===== config.mk =====
export PLATFORM = sky130hd
export DESIGN_NAME = fifo_queue_with_key_search_top
export DESIGN_NICKNAME = d
export VERILOG_FILES = /design/src/design/fqks_pkg.sv /design/src/design/fqks_ram.sv /design/src/design/fqks_ctrl.sv /design/src/design/fifo_queue_with_key_search_top.sv
export SDC_FILE = /design/constraint.sdc
export NUM_CORES = 1
export LEC_CHECK = 0
export ABC_AREA = 1
export BUFFER_PORTS_ARGS = -buffer_cell sky130_fd_sc_hd__buf_2
export CAP_MARGIN = 30
export CELL_PAD_IN_SITES_DETAIL_PLACEMENT = 0
export CELL_PAD_IN_SITES_GLOBAL_PLACEMENT = 2
export CORE_MARGIN = 2
export CORE_UTILIZATION = 29
export DETAILED_ROUTE_END_ITERATION = 7
export HOLD_SLACK_MARGIN = 0.02
export PLACE_DENSITY_LB_ADDON = 0.08
export SYNTH_ARGS = -nofsm -noshare
export SYNTH_HDL_FRONTEND = slang
export SYNTH_SLANG_ARGS = --single-unit

===== constraint.sdc =====
create_clock -name clock -period 11.32 [get_ports clock]
set_clock_uncertainty 0.15 [all_clocks]
set_input_delay 0 -clock clock [delete_from_list [all_inputs] [get_ports clock]]
set_output_delay 0 -clock clock [all_outputs]
set_load 0.01 [all_outputs]

===== src/design/fqks_pkg.sv =====
// ----------------------------------------------------------------------------
// FIFO queue with key search - shared package
// Operation and status codes, sequencer states and the result record that
// passes from the controller to the output stage.
// ----------------------------------------------------------------------------
package fqks_pkg;

   localparam int unsigned OP_W       = 3;
   localparam int unsigned STATUS_W   = 3;
   localparam int unsigned KEY_PORT_W = 32;
   localparam int unsigned DATA_PORT_W = 32;
   localparam int unsigned POS_W      = 4;
   localparam int unsigned COUNT_W    = 5;

   typedef enum logic [OP_W-1:0] {
      OP_PUSH   = 3'd0,
      OP_POP    = 3'd1,
      OP_PEEK   = 3'd2,
      OP_CLEAR  = 3'd3,
      OP_SEARCH = 3'd4,
      OP_EDIT   = 3'd5
   } op_type;

   typedef enum logic [STATUS_W-1:0] {
      ST_OK        = 3'd0,
      ST_EMPTY     = 3'd1,
      ST_FULL      = 3'd2,
      ST_NOT_FOUND = 3'd3,
      ST_BAD_INDEX = 3'd4
   } status_type;

   typedef enum logic [1:0] {
      SQ_IDLE,
      SQ_PEEK,
      SQ_SEARCH
   } seq_state_type;

   typedef struct packed {
      status_type             status;
      logic [DATA_PORT_W-1:0] read_data;
      logic [COUNT_W-1:0]     entry_count;
   } result_type;

endpackage


===== src/design/fqks_ram.sv =====
// ----------------------------------------------------------------------------
// FIFO queue with key search - entry memory
// Simple dual-port memory of key and data pairs, one write port and one
// read port with the read data registered.
// ----------------------------------------------------------------------------
module fqks_ram
   import fqks_pkg::*;
#(
   parameter int unsigned DEPTH      = 16,
   parameter int unsigned KEY_WIDTH  = 32,
   parameter int unsigned DATA_WIDTH = 32,
   localparam int unsigned PTR_W     = $clog2(DEPTH)
) (
   input  logic                  clock,
   input  logic                  wr_en,
   input  logic [PTR_W-1:0]      wr_addr,
   input  logic [KEY_WIDTH-1:0]  wr_key,
   input  logic [DATA_WIDTH-1:0] wr_data,
   input  logic                  rd_en,
   input  logic [PTR_W-1:0]      rd_addr,
   output logic [KEY_WIDTH-1:0]  rd_key,
   output logic [DATA_WIDTH-1:0] rd_data
);

   logic [KEY_WIDTH+DATA_WIDTH-1:0] mem [DEPTH];
   logic [KEY_WIDTH+DATA_WIDTH-1:0] rd_q_ff;

   always_ff @(posedge clock) begin
      if (wr_en) begin
         mem[wr_addr] <= {wr_key, wr_data};
      end
   end

   always_ff @(posedge clock) begin
      if (rd_en) begin
         rd_q_ff <= mem[rd_addr];
      end
   end

   assign rd_key  = rd_q_ff[KEY_WIDTH+DATA_WIDTH-1:DATA_WIDTH];
   assign rd_data = rd_q_ff[DATA_WIDTH-1:0];

endmodule


===== src/design/fqks_ctrl.sv =====
// ----------------------------------------------------------------------------
// FIFO queue with key search - controller
// Holds the ring pointers and occupancy, decodes each transaction, drives
// the entry memory and walks it one entry per cycle for a search.
// ----------------------------------------------------------------------------
module fqks_ctrl
   import fqks_pkg::*;
#(
   parameter int unsigned DEPTH      = 16,
   parameter int unsigned KEY_WIDTH  = 32,
   parameter int unsigned DATA_WIDTH = 32
) (
   input  logic                   clock,
   input  logic                   reset,
   input  logic                   req_valid,
   output logic                   req_ready,
   input  logic [OP_W-1:0]        req_operation,
   input  logic [KEY_PORT_W-1:0]  req_entry_key,
   input  logic [DATA_PORT_W-1:0] req_entry_data,
   input  logic [POS_W-1:0]       req_position,
   input  logic                   rsp_free,
   output logic                   done,
   output result_type             result
);

   localparam int unsigned PTR_W = $clog2(DEPTH);
   localparam int unsigned OCC_W = $clog2(DEPTH + 1);
   localparam int unsigned SUM_W = ((PTR_W > POS_W) ? PTR_W : POS_W) + 1;
   localparam int unsigned CMP_W = (OCC_W > POS_W) ? OCC_W : POS_W;

   seq_state_type          state_ff, state_in;
   logic [PTR_W-1:0]       head_ff, head_in;
   logic [PTR_W-1:0]       tail_ff, tail_in;
   logic [OCC_W-1:0]       occ_ff, occ_in;
   logic [PTR_W-1:0]       scan_ff, scan_in;
   logic [OCC_W-1:0]       issued_ff, issued_in;
   logic [KEY_WIDTH-1:0]   key_ff, key_in;

   logic                   wr_en;
   logic [PTR_W-1:0]       wr_addr;
   logic                   rd_en;
   logic [PTR_W-1:0]       rd_addr;
   logic [KEY_WIDTH-1:0]   rd_key;
   logic [DATA_WIDTH-1:0]  rd_data;

   logic [KEY_WIDTH-1:0]   req_key;
   logic [DATA_WIDTH-1:0]  req_data;
   logic [SUM_W-1:0]       edit_sum;
   logic [PTR_W-1:0]       edit_slot;
   logic                   accept;

   function automatic logic [PTR_W-1:0] ring_next(input logic [PTR_W-1:0] p);
      return (p == PTR_W'(DEPTH - 1)) ? '0 : p + 1'b1;
   endfunction

   assign req_key  = KEY_WIDTH'(req_entry_key);
   assign req_data = DATA_WIDTH'(req_entry_data);
   assign accept   = req_valid && req_ready;

   // Position from the head folds back into the ring with one subtract,
   // valid whenever the position lies below the occupancy.
   assign edit_sum  = SUM_W'(head_ff) + SUM_W'(req_position);
   assign edit_slot = (edit_sum >= SUM_W'(DEPTH)) ? PTR_W'(edit_sum - SUM_W'(DEPTH))
                                                  : PTR_W'(edit_sum);

   fqks_ram #(
      .DEPTH      (DEPTH),
      .KEY_WIDTH  (KEY_WIDTH),
      .DATA_WIDTH (DATA_WIDTH)
   ) u_ram (
      .clock   (clock),
      .wr_en   (wr_en),
      .wr_addr (wr_addr),
      .wr_key  (req_key),
      .wr_data (req_data),
      .rd_en   (rd_en),
      .rd_addr (rd_addr),
      .rd_key  (rd_key),
      .rd_data (rd_data)
   );

   always_ff @(posedge clock) begin
      if (reset) begin
         state_ff  <= SQ_IDLE;
         head_ff   <= '0;
         tail_ff   <= '0;
         occ_ff    <= '0;
         scan_ff   <= '0;
         issued_ff <= '0;
      end else begin
         state_ff  <= state_in;
         head_ff   <= head_in;
         tail_ff   <= tail_in;
         occ_ff    <= occ_in;
         scan_ff   <= scan_in;
         issued_ff <= issued_in;
      end
   end

   always_ff @(posedge clock) begin
      key_ff <= key_in;
   end

   always_comb begin
      state_in  = state_ff;
      head_in   = head_ff;
      tail_in   = tail_ff;
      occ_in    = occ_ff;
      scan_in   = scan_ff;
      issued_in = issued_ff;
      key_in    = key_ff;
      wr_en     = 1'b0;
      wr_addr   = tail_ff;
      rd_en     = 1'b0;
      rd_addr   = scan_ff;
      req_ready = 1'b0;
      done      = 1'b0;
      result.status    = ST_OK;
      result.read_data = '0;

      unique case (state_ff)
         SQ_IDLE: begin
            req_ready = rsp_free;
            if (req_valid && rsp_free) begin
               done = 1'b1;
               unique case (op_type'(req_operation))
                  OP_PUSH: begin
                     if (occ_ff == OCC_W'(DEPTH)) begin
                        result.status = ST_FULL;
                     end else begin
                        wr_en   = 1'b1;
                        wr_addr = tail_ff;
                        tail_in = ring_next(tail_ff);
                        occ_in  = occ_ff + 1'b1;
                     end
                  end
                  OP_POP: begin
                     if (occ_ff == '0) begin
                        result.status = ST_EMPTY;
                     end else begin
                        head_in = ring_next(head_ff);
                        occ_in  = occ_ff - 1'b1;
                     end
                  end
                  OP_PEEK: begin
                     if (occ_ff == '0) begin
                        result.status = ST_EMPTY;
                     end else begin
                        done     = 1'b0;
                        rd_en    = 1'b1;
                        rd_addr  = head_ff;
                        state_in = SQ_PEEK;
                     end
                  end
                  OP_CLEAR: begin
                     if (occ_ff == '0) begin
                        result.status = ST_EMPTY;
                     end
                     head_in = '0;
                     tail_in = '0;
                     occ_in  = '0;
                  end
                  OP_SEARCH: begin
                     if (occ_ff == '0) begin
                        result.status = ST_EMPTY;
                     end else begin
                        done      = 1'b0;
                        rd_en     = 1'b1;
                        rd_addr   = head_ff;
                        scan_in   = ring_next(head_ff);
                        issued_in = OCC_W'(1);
                        key_in    = req_key;
                        state_in  = SQ_SEARCH;
                     end
                  end
                  OP_EDIT: begin
                     if (occ_ff == '0) begin
                        result.status = ST_EMPTY;
                     end else if (CMP_W'(req_position) >= CMP_W'(occ_ff)) begin
                        result.status = ST_BAD_INDEX;
                     end else begin
                        wr_en   = 1'b1;
                        wr_addr = edit_slot;
                     end
                  end
                  default: begin
                     result.status = ST_OK;
                  end
               endcase
            end
         end
         SQ_PEEK: begin
            done             = 1'b1;
            result.read_data = DATA_PORT_W'(rd_data);
            state_in         = SQ_IDLE;
         end
         SQ_SEARCH: begin
            // One entry read per cycle; the entry read last cycle is compared now.
            if (rd_key == key_ff) begin
               done             = 1'b1;
               result.read_data = DATA_PORT_W'(rd_data);
               state_in         = SQ_IDLE;
            end else if (issued_ff == occ_ff) begin
               done          = 1'b1;
               result.status = ST_NOT_FOUND;
               state_in      = SQ_IDLE;
            end else begin
               rd_en     = 1'b1;
               rd_addr   = scan_ff;
               scan_in   = ring_next(scan_ff);
               issued_in = issued_ff + 1'b1;
            end
         end
         default: begin
            state_in = SQ_IDLE;
         end
      endcase

      result.entry_count = COUNT_W'(occ_in);
   end

   a_occ_bound: assert property (@(posedge clock) disable iff (reset)
      occ_ff <= OCC_W'(DEPTH))
      else $error("occupancy exceeds the queue depth");

   a_empty_ptrs: assert property (@(posedge clock) disable iff (reset)
      occ_ff == '0 |-> head_ff == tail_ff)
      else $error("empty queue with head and tail apart");

   a_scan_range: assert property (@(posedge clock) disable iff (reset)
      state_ff == SQ_SEARCH |-> (issued_ff != '0) && (issued_ff <= occ_ff))
      else $error("search has read outside the occupied entries");

   a_short_ops: assert property (@(posedge clock) disable iff (reset)
      accept && (req_operation != OP_PEEK) && (req_operation != OP_SEARCH) |-> done)
      else $error("single-cycle operation did not complete at once");

   a_peek_done: assert property (@(posedge clock) disable iff (reset)
      state_ff == SQ_PEEK |-> done)
      else $error("peek did not complete after the memory read");

endmodule


===== src/design/fifo_queue_with_key_search_top.sv =====
// ----------------------------------------------------------------------------
// FIFO queue with key search - top level
// Bounded ring of key and data entries with push, pop, peek, clear, search
// by key and overwrite by position; one response per request.
// ----------------------------------------------------------------------------
//
//   Channel   Direction  Handshake            Payload
//   req_      in         req_valid/req_ready  operation, entry_key, entry_data,
//                                             position
//   rsp_      out        rsp_valid/rsp_ready  status, read_data, entry_count
//
// Push, pop, clear, edit and unused operation codes complete in the cycle the
// request transaction is accepted. Peek completes after the registered memory
// read of the head entry. A search compares at most DEPTH entries and stops
// at the first match: the entry memory's single read port delivers one entry
// per cycle.
// Reset is synchronous and active high; it empties the queue. Stored entries
// are not cleared, as only occupied entries are ever read.
// A new request is taken only when the controller is idle and the response
// register is empty or being drained, so a stalled response holds back the
// next request but never an operation already under way.
//
module fifo_queue_with_key_search_top
   import fqks_pkg::*;
#(
   parameter int unsigned DEPTH      = 16,
   parameter int unsigned KEY_WIDTH  = 32,
   parameter int unsigned DATA_WIDTH = 32
) (
   input  logic                   clock,
   input  logic                   reset,
   input  logic                   req_valid,
   output logic                   req_ready,
   input  logic [OP_W-1:0]        req_operation,
   input  logic [KEY_PORT_W-1:0]  req_entry_key,
   input  logic [DATA_PORT_W-1:0] req_entry_data,
   input  logic [POS_W-1:0]       req_position,
   output logic                   rsp_valid,
   input  logic                   rsp_ready,
   output logic [STATUS_W-1:0]    rsp_status,
   output logic [DATA_PORT_W-1:0] rsp_read_data,
   output logic [COUNT_W-1:0]     rsp_entry_count
);

   logic       rsp_valid_ff, rsp_valid_in;
   result_type rsp_ff, rsp_in;
   logic       rsp_free;
   logic       done;
   result_type result;

   // The response register is free when empty or when its transaction
   // completes in this cycle.
   assign rsp_free = !rsp_valid_ff || rsp_ready;

   fqks_ctrl #(
      .DEPTH      (DEPTH),
      .KEY_WIDTH  (KEY_WIDTH),
      .DATA_WIDTH (DATA_WIDTH)
   ) u_ctrl (
      .clock          (clock),
      .reset          (reset),
      .req_valid      (req_valid),
      .req_ready      (req_ready),
      .req_operation  (req_operation),
      .req_entry_key  (req_entry_key),
      .req_entry_data (req_entry_data),
      .req_position   (req_position),
      .rsp_free       (rsp_free),
      .done           (done),
      .result         (result)
   );

   // A finished operation always finds the register free, since its request
   // was only taken while the register was free.
   always_comb begin
      rsp_valid_in = rsp_valid_ff;
      rsp_in       = rsp_ff;
      if (done) begin
         rsp_valid_in = 1'b1;
         rsp_in       = result;
      end else if (rsp_ready) begin
         rsp_valid_in = 1'b0;
      end
   end

   always_ff @(posedge clock) begin
      if (reset) begin
         rsp_valid_ff <= 1'b0;
      end else begin
         rsp_valid_ff <= rsp_valid_in;
      end
   end

   always_ff @(posedge clock) begin
      rsp_ff <= rsp_in;
   end

   assign rsp_valid       = rsp_valid_ff;
   assign rsp_status      = rsp_ff.status;
   assign rsp_read_data   = rsp_ff.read_data;
   assign rsp_entry_count = rsp_ff.entry_count;

   a_no_overwrite: assert property (@(posedge clock) disable iff (reset)
      done |-> rsp_free)
      else $error("result produced while a response is still held");

   a_hold_ready: assert property (@(posedge clock) disable iff (reset)
      req_ready |-> rsp_free)
      else $error("request taken while the response register is blocked");

   a_rsp_follows: assert property (@(posedge clock) disable iff (reset)
      done |=> rsp_valid)
      else $error("completed operation did not reach the response port");

endmodule

==> run metrics <==
initial antenna violation count 1; worst reg2reg endpoint u_ctrl.u_ram.mem[0][57]; H-tree levels 4; Starting Density 29.1%; commonest non-fill, non-tap cells in the layout nand2_1 (1187), edfxtp_1 (1160), inv_1 (1116); layout cells sized above 1 approximately 7.7%; nature of the critical path endpoint register; Max VDD drop 0.173 mV; final setup vio count 0; Post-Layout Cell Count ~7600; CTS Buffer Depth 3; clk root buf clkbuf_16; global route hottest layer met2; Crit Path Class register to register; Crit-path slowest cell buf_4; most common cell after layout, fill and taps aside nand2_1; Fmax approximately 210 MHz; Mapped Area 0.0513 sq mm; Area Overhead vs Synth 17.6%; Setup TNS 0 ns; DP HPWL about 81000 microns; sequential share of the synthesized area 68.9%; Final Critical Period approximately 4.8 ns; die extent in y 424 microns; r2r setup slk 6.54 ns; Post-Route Utilization 34.3%; clock-pin slew on the worst setup and hold paths about 0.060 ns; Ys Warns 0; R2R Path Start u_ctrl.occ_ff[2]; Mapped Nets approximately 5000; row count roughly 150; drc violations 0; status finished, final reports clean; relative slew slack between 30% and 40%; met2 Use GR between 20 and 30%; Port Buffers 116; post-DR wirelength/cell between 20 and 25 microns; Syn Inst Count 4884; post-synth cell types 33; leakage 25.2 nW; grt met1 use 24.1%; Vias approximately 33000; Routed WL approximately 160000 microns; GP Congestion 0.705; TritonCTS buffer count 146; total track usage 17.3%; Synth Area per Inst 10.5 sq um; Worst Max-Slew Pin Slew 1.03 ns; crit path launch type register; Placed Cells 7180; M3 GR Usage 2.47%; final worst-path cycle share between 40 and 50%; worst skew pair latency 0.77 ns; Die W 424 microns; Post-CTS Setup Repair Bufs 0; DRT Pass-1 Iters 7; crit path cell chain inv_1, ha_1, a21oi_1, nor2_1, a21oi_1, o21ai_0, nor2_1, o21ai_0, inv_1, nand3_1, nor2_4, buf_4, buf_4; total grt overflow 0; first-pass GRT wire length approximately 230000 microns; WP data arrival 5.02 ns; CP Max Fanout 36; Nets 5214; Crit path largest cell delay 0.63 ns; Worst Hold Endpoint u_ctrl.u_ram.mem[5][24]; pin count of the biggest net entering global routing 184; Final Max Slew Viols 0; hold depth 2; power density cells about 210 mW/mm^2; CP required about 12 ns; Sink Count around 1200; via-per-instance ratio 4.33; RSZ-0062 raised after global routing no; Max-Cap Viols 0; Worst Reg-to-Reg Cells 13; die area 0.180 sq mm; Filler cells about 18000; CORE AREA approximately 0.18 sq mm; starting DRC count in detailed routing ~2100; CTS tree built; Worst Hold Class primary input to register; min-delay src req_entry_data[24]; vias in the first global route approximately 32000; Final ANT Viol Nets 0; Yosys reg bits 1185; Ports between 100 and 150; Final Hold Viols 0
-- flip-flops by register name (all words and copies together), names as in the netlist --
signal                flops
u_ctrl.head_ff            4
rsp_status                3
u_ctrl.state_ff           2
u_ctrl.scan_ff            4
u_ctrl.issued_ff          5
rsp_read_data            32
u_ctrl.occ_ff             5
u_ctrl.key_ff            32
rsp_entry_count           5
u_ctrl.u_ram.rd_q_ff     64
u_ctrl.tail_ff            4
rsp_valid                 1
u_ctrl.u_ram.mem       1024
-- synth_stat cells, drive strengths merged --
cell type	count	area, sq um
o21ai	32	183
nor2	97	379
nand2	1193	4490
nor3	5	25.0
nand4	7	43.8
or2	2	12.5
clkbuf	45	169
a31oi	2	12.5
ha	18	225
fa	1	20.0
a21oi	26	130
nand3b	1	7.51
nand3	921	4630
a211oi	8	60.1
o22ai	3	18.8
xor2	12	105
inv	1120	4200
o221ai	1	8.76
dfxtp	25	500
xnor2	31	272
edfxtp	1160	34800
buf	173	925
o31ai	1	7.51
-- stage by stage --
step | setup slack (ns) | area [sq um] | hold WS (ns) | power [mW]
after floorplan | 6.08 | 51300 | -0.0511 | 7.07
after global placement | 6.29 | 54300 | 0.183 | 8.23
after detailed placement | 6.44 | 54500 | 0.178 | 8.22
after CTS | 6.42 | 60200 | 0.0204 | 12.8
after global routing | 5.98 | 60300 | 0.0435 | 13.2
final | 6.54 | 60300 | 0.0728 | 12.5
-- worst max path at each step --
stage          cells after the start               start  slack, ns                       end
2_1_floorplan                     11    u_ctrl.occ_ff[3]       6.08   u_ctrl.u_ram.mem[10][0]
3_3_place_gp                      12    u_ctrl.occ_ff[2]       6.29   u_ctrl.u_ram.mem[6][29]
3_5_place_dp                      13    u_ctrl.occ_ff[2]       6.44   u_ctrl.u_ram.mem[0][34]
4_1_cts                           14  u_ctrl.state_ff[0]       6.42  u_ctrl.u_ram.rd_q_ff[23]
5_1_grt                           13    u_ctrl.occ_ff[2]       5.98   u_ctrl.u_ram.mem[0][57]
6_report                          13    u_ctrl.occ_ff[2]       6.54   u_ctrl.u_ram.mem[0][57]
-- critical path, delay by kind of cell (launching register included) --
kind,cells,cell delay [ns]
AOI/OAI and AO/OA,4,0.73
adders and majority gates,1,0.31
buffers and inverters,4,1.34
and+or+nand+nor,4,1.27
DFF,1,0.54
-- layout make-up --
type / count / area [sq um] / area share, %
sequential: 1185 / 35300 / 58.6
multi-input combinational: 2361 / 10800 / 17.9
inverter: 1120 / 4220 / 7.00
clock buffer: 197 / 3940 / 6.54
tap: 2340 / 2930 / 4.86
timing repair buffer: 306 / 2550 / 4.24
clock inverter: 63 / 484 / 0.803
antenna: 1 / 2.50 / 0.00415
-- cells by family (layout without fill, tap and decap cells) --
family | count (synthesis) | count (layout) | synth area share (%)
compound gates | 73 | 73 | 0.820
other cells | 0 | 1 | 0
xor+xnor | 43 | 43 | 0.735
fa+ha+maj | 19 | 19 | 0.478
simple gates | 2226 | 2226 | 18.7
flops | 1185 | 1185 | 68.9
buf+inv | 1338 | 1686 | 10.3
-- routing by layer --
metal	part of all wire, %	vias to the layer above
met4	1.8	0
li1	-	16200
met5	0	-
met2	47	445
met1	48	16000
met3	3.0	188
-- power by group --
group / internal, mW / switching (mW) / total (mW)
Sequential: 5.09 / 0.0670 / 5.15
Combinational: 0.796 / 2.12 / 2.92
Clock: 2.53 / 1.88 / 4.41
-- timing repair --
item | 4_1_cts | 5_1_grt
hold buffers | 130 | 0
hold endpoints to repair | 1089 | 0
resized for setup | 0 | 0
(Power assumes the default switching activity.)
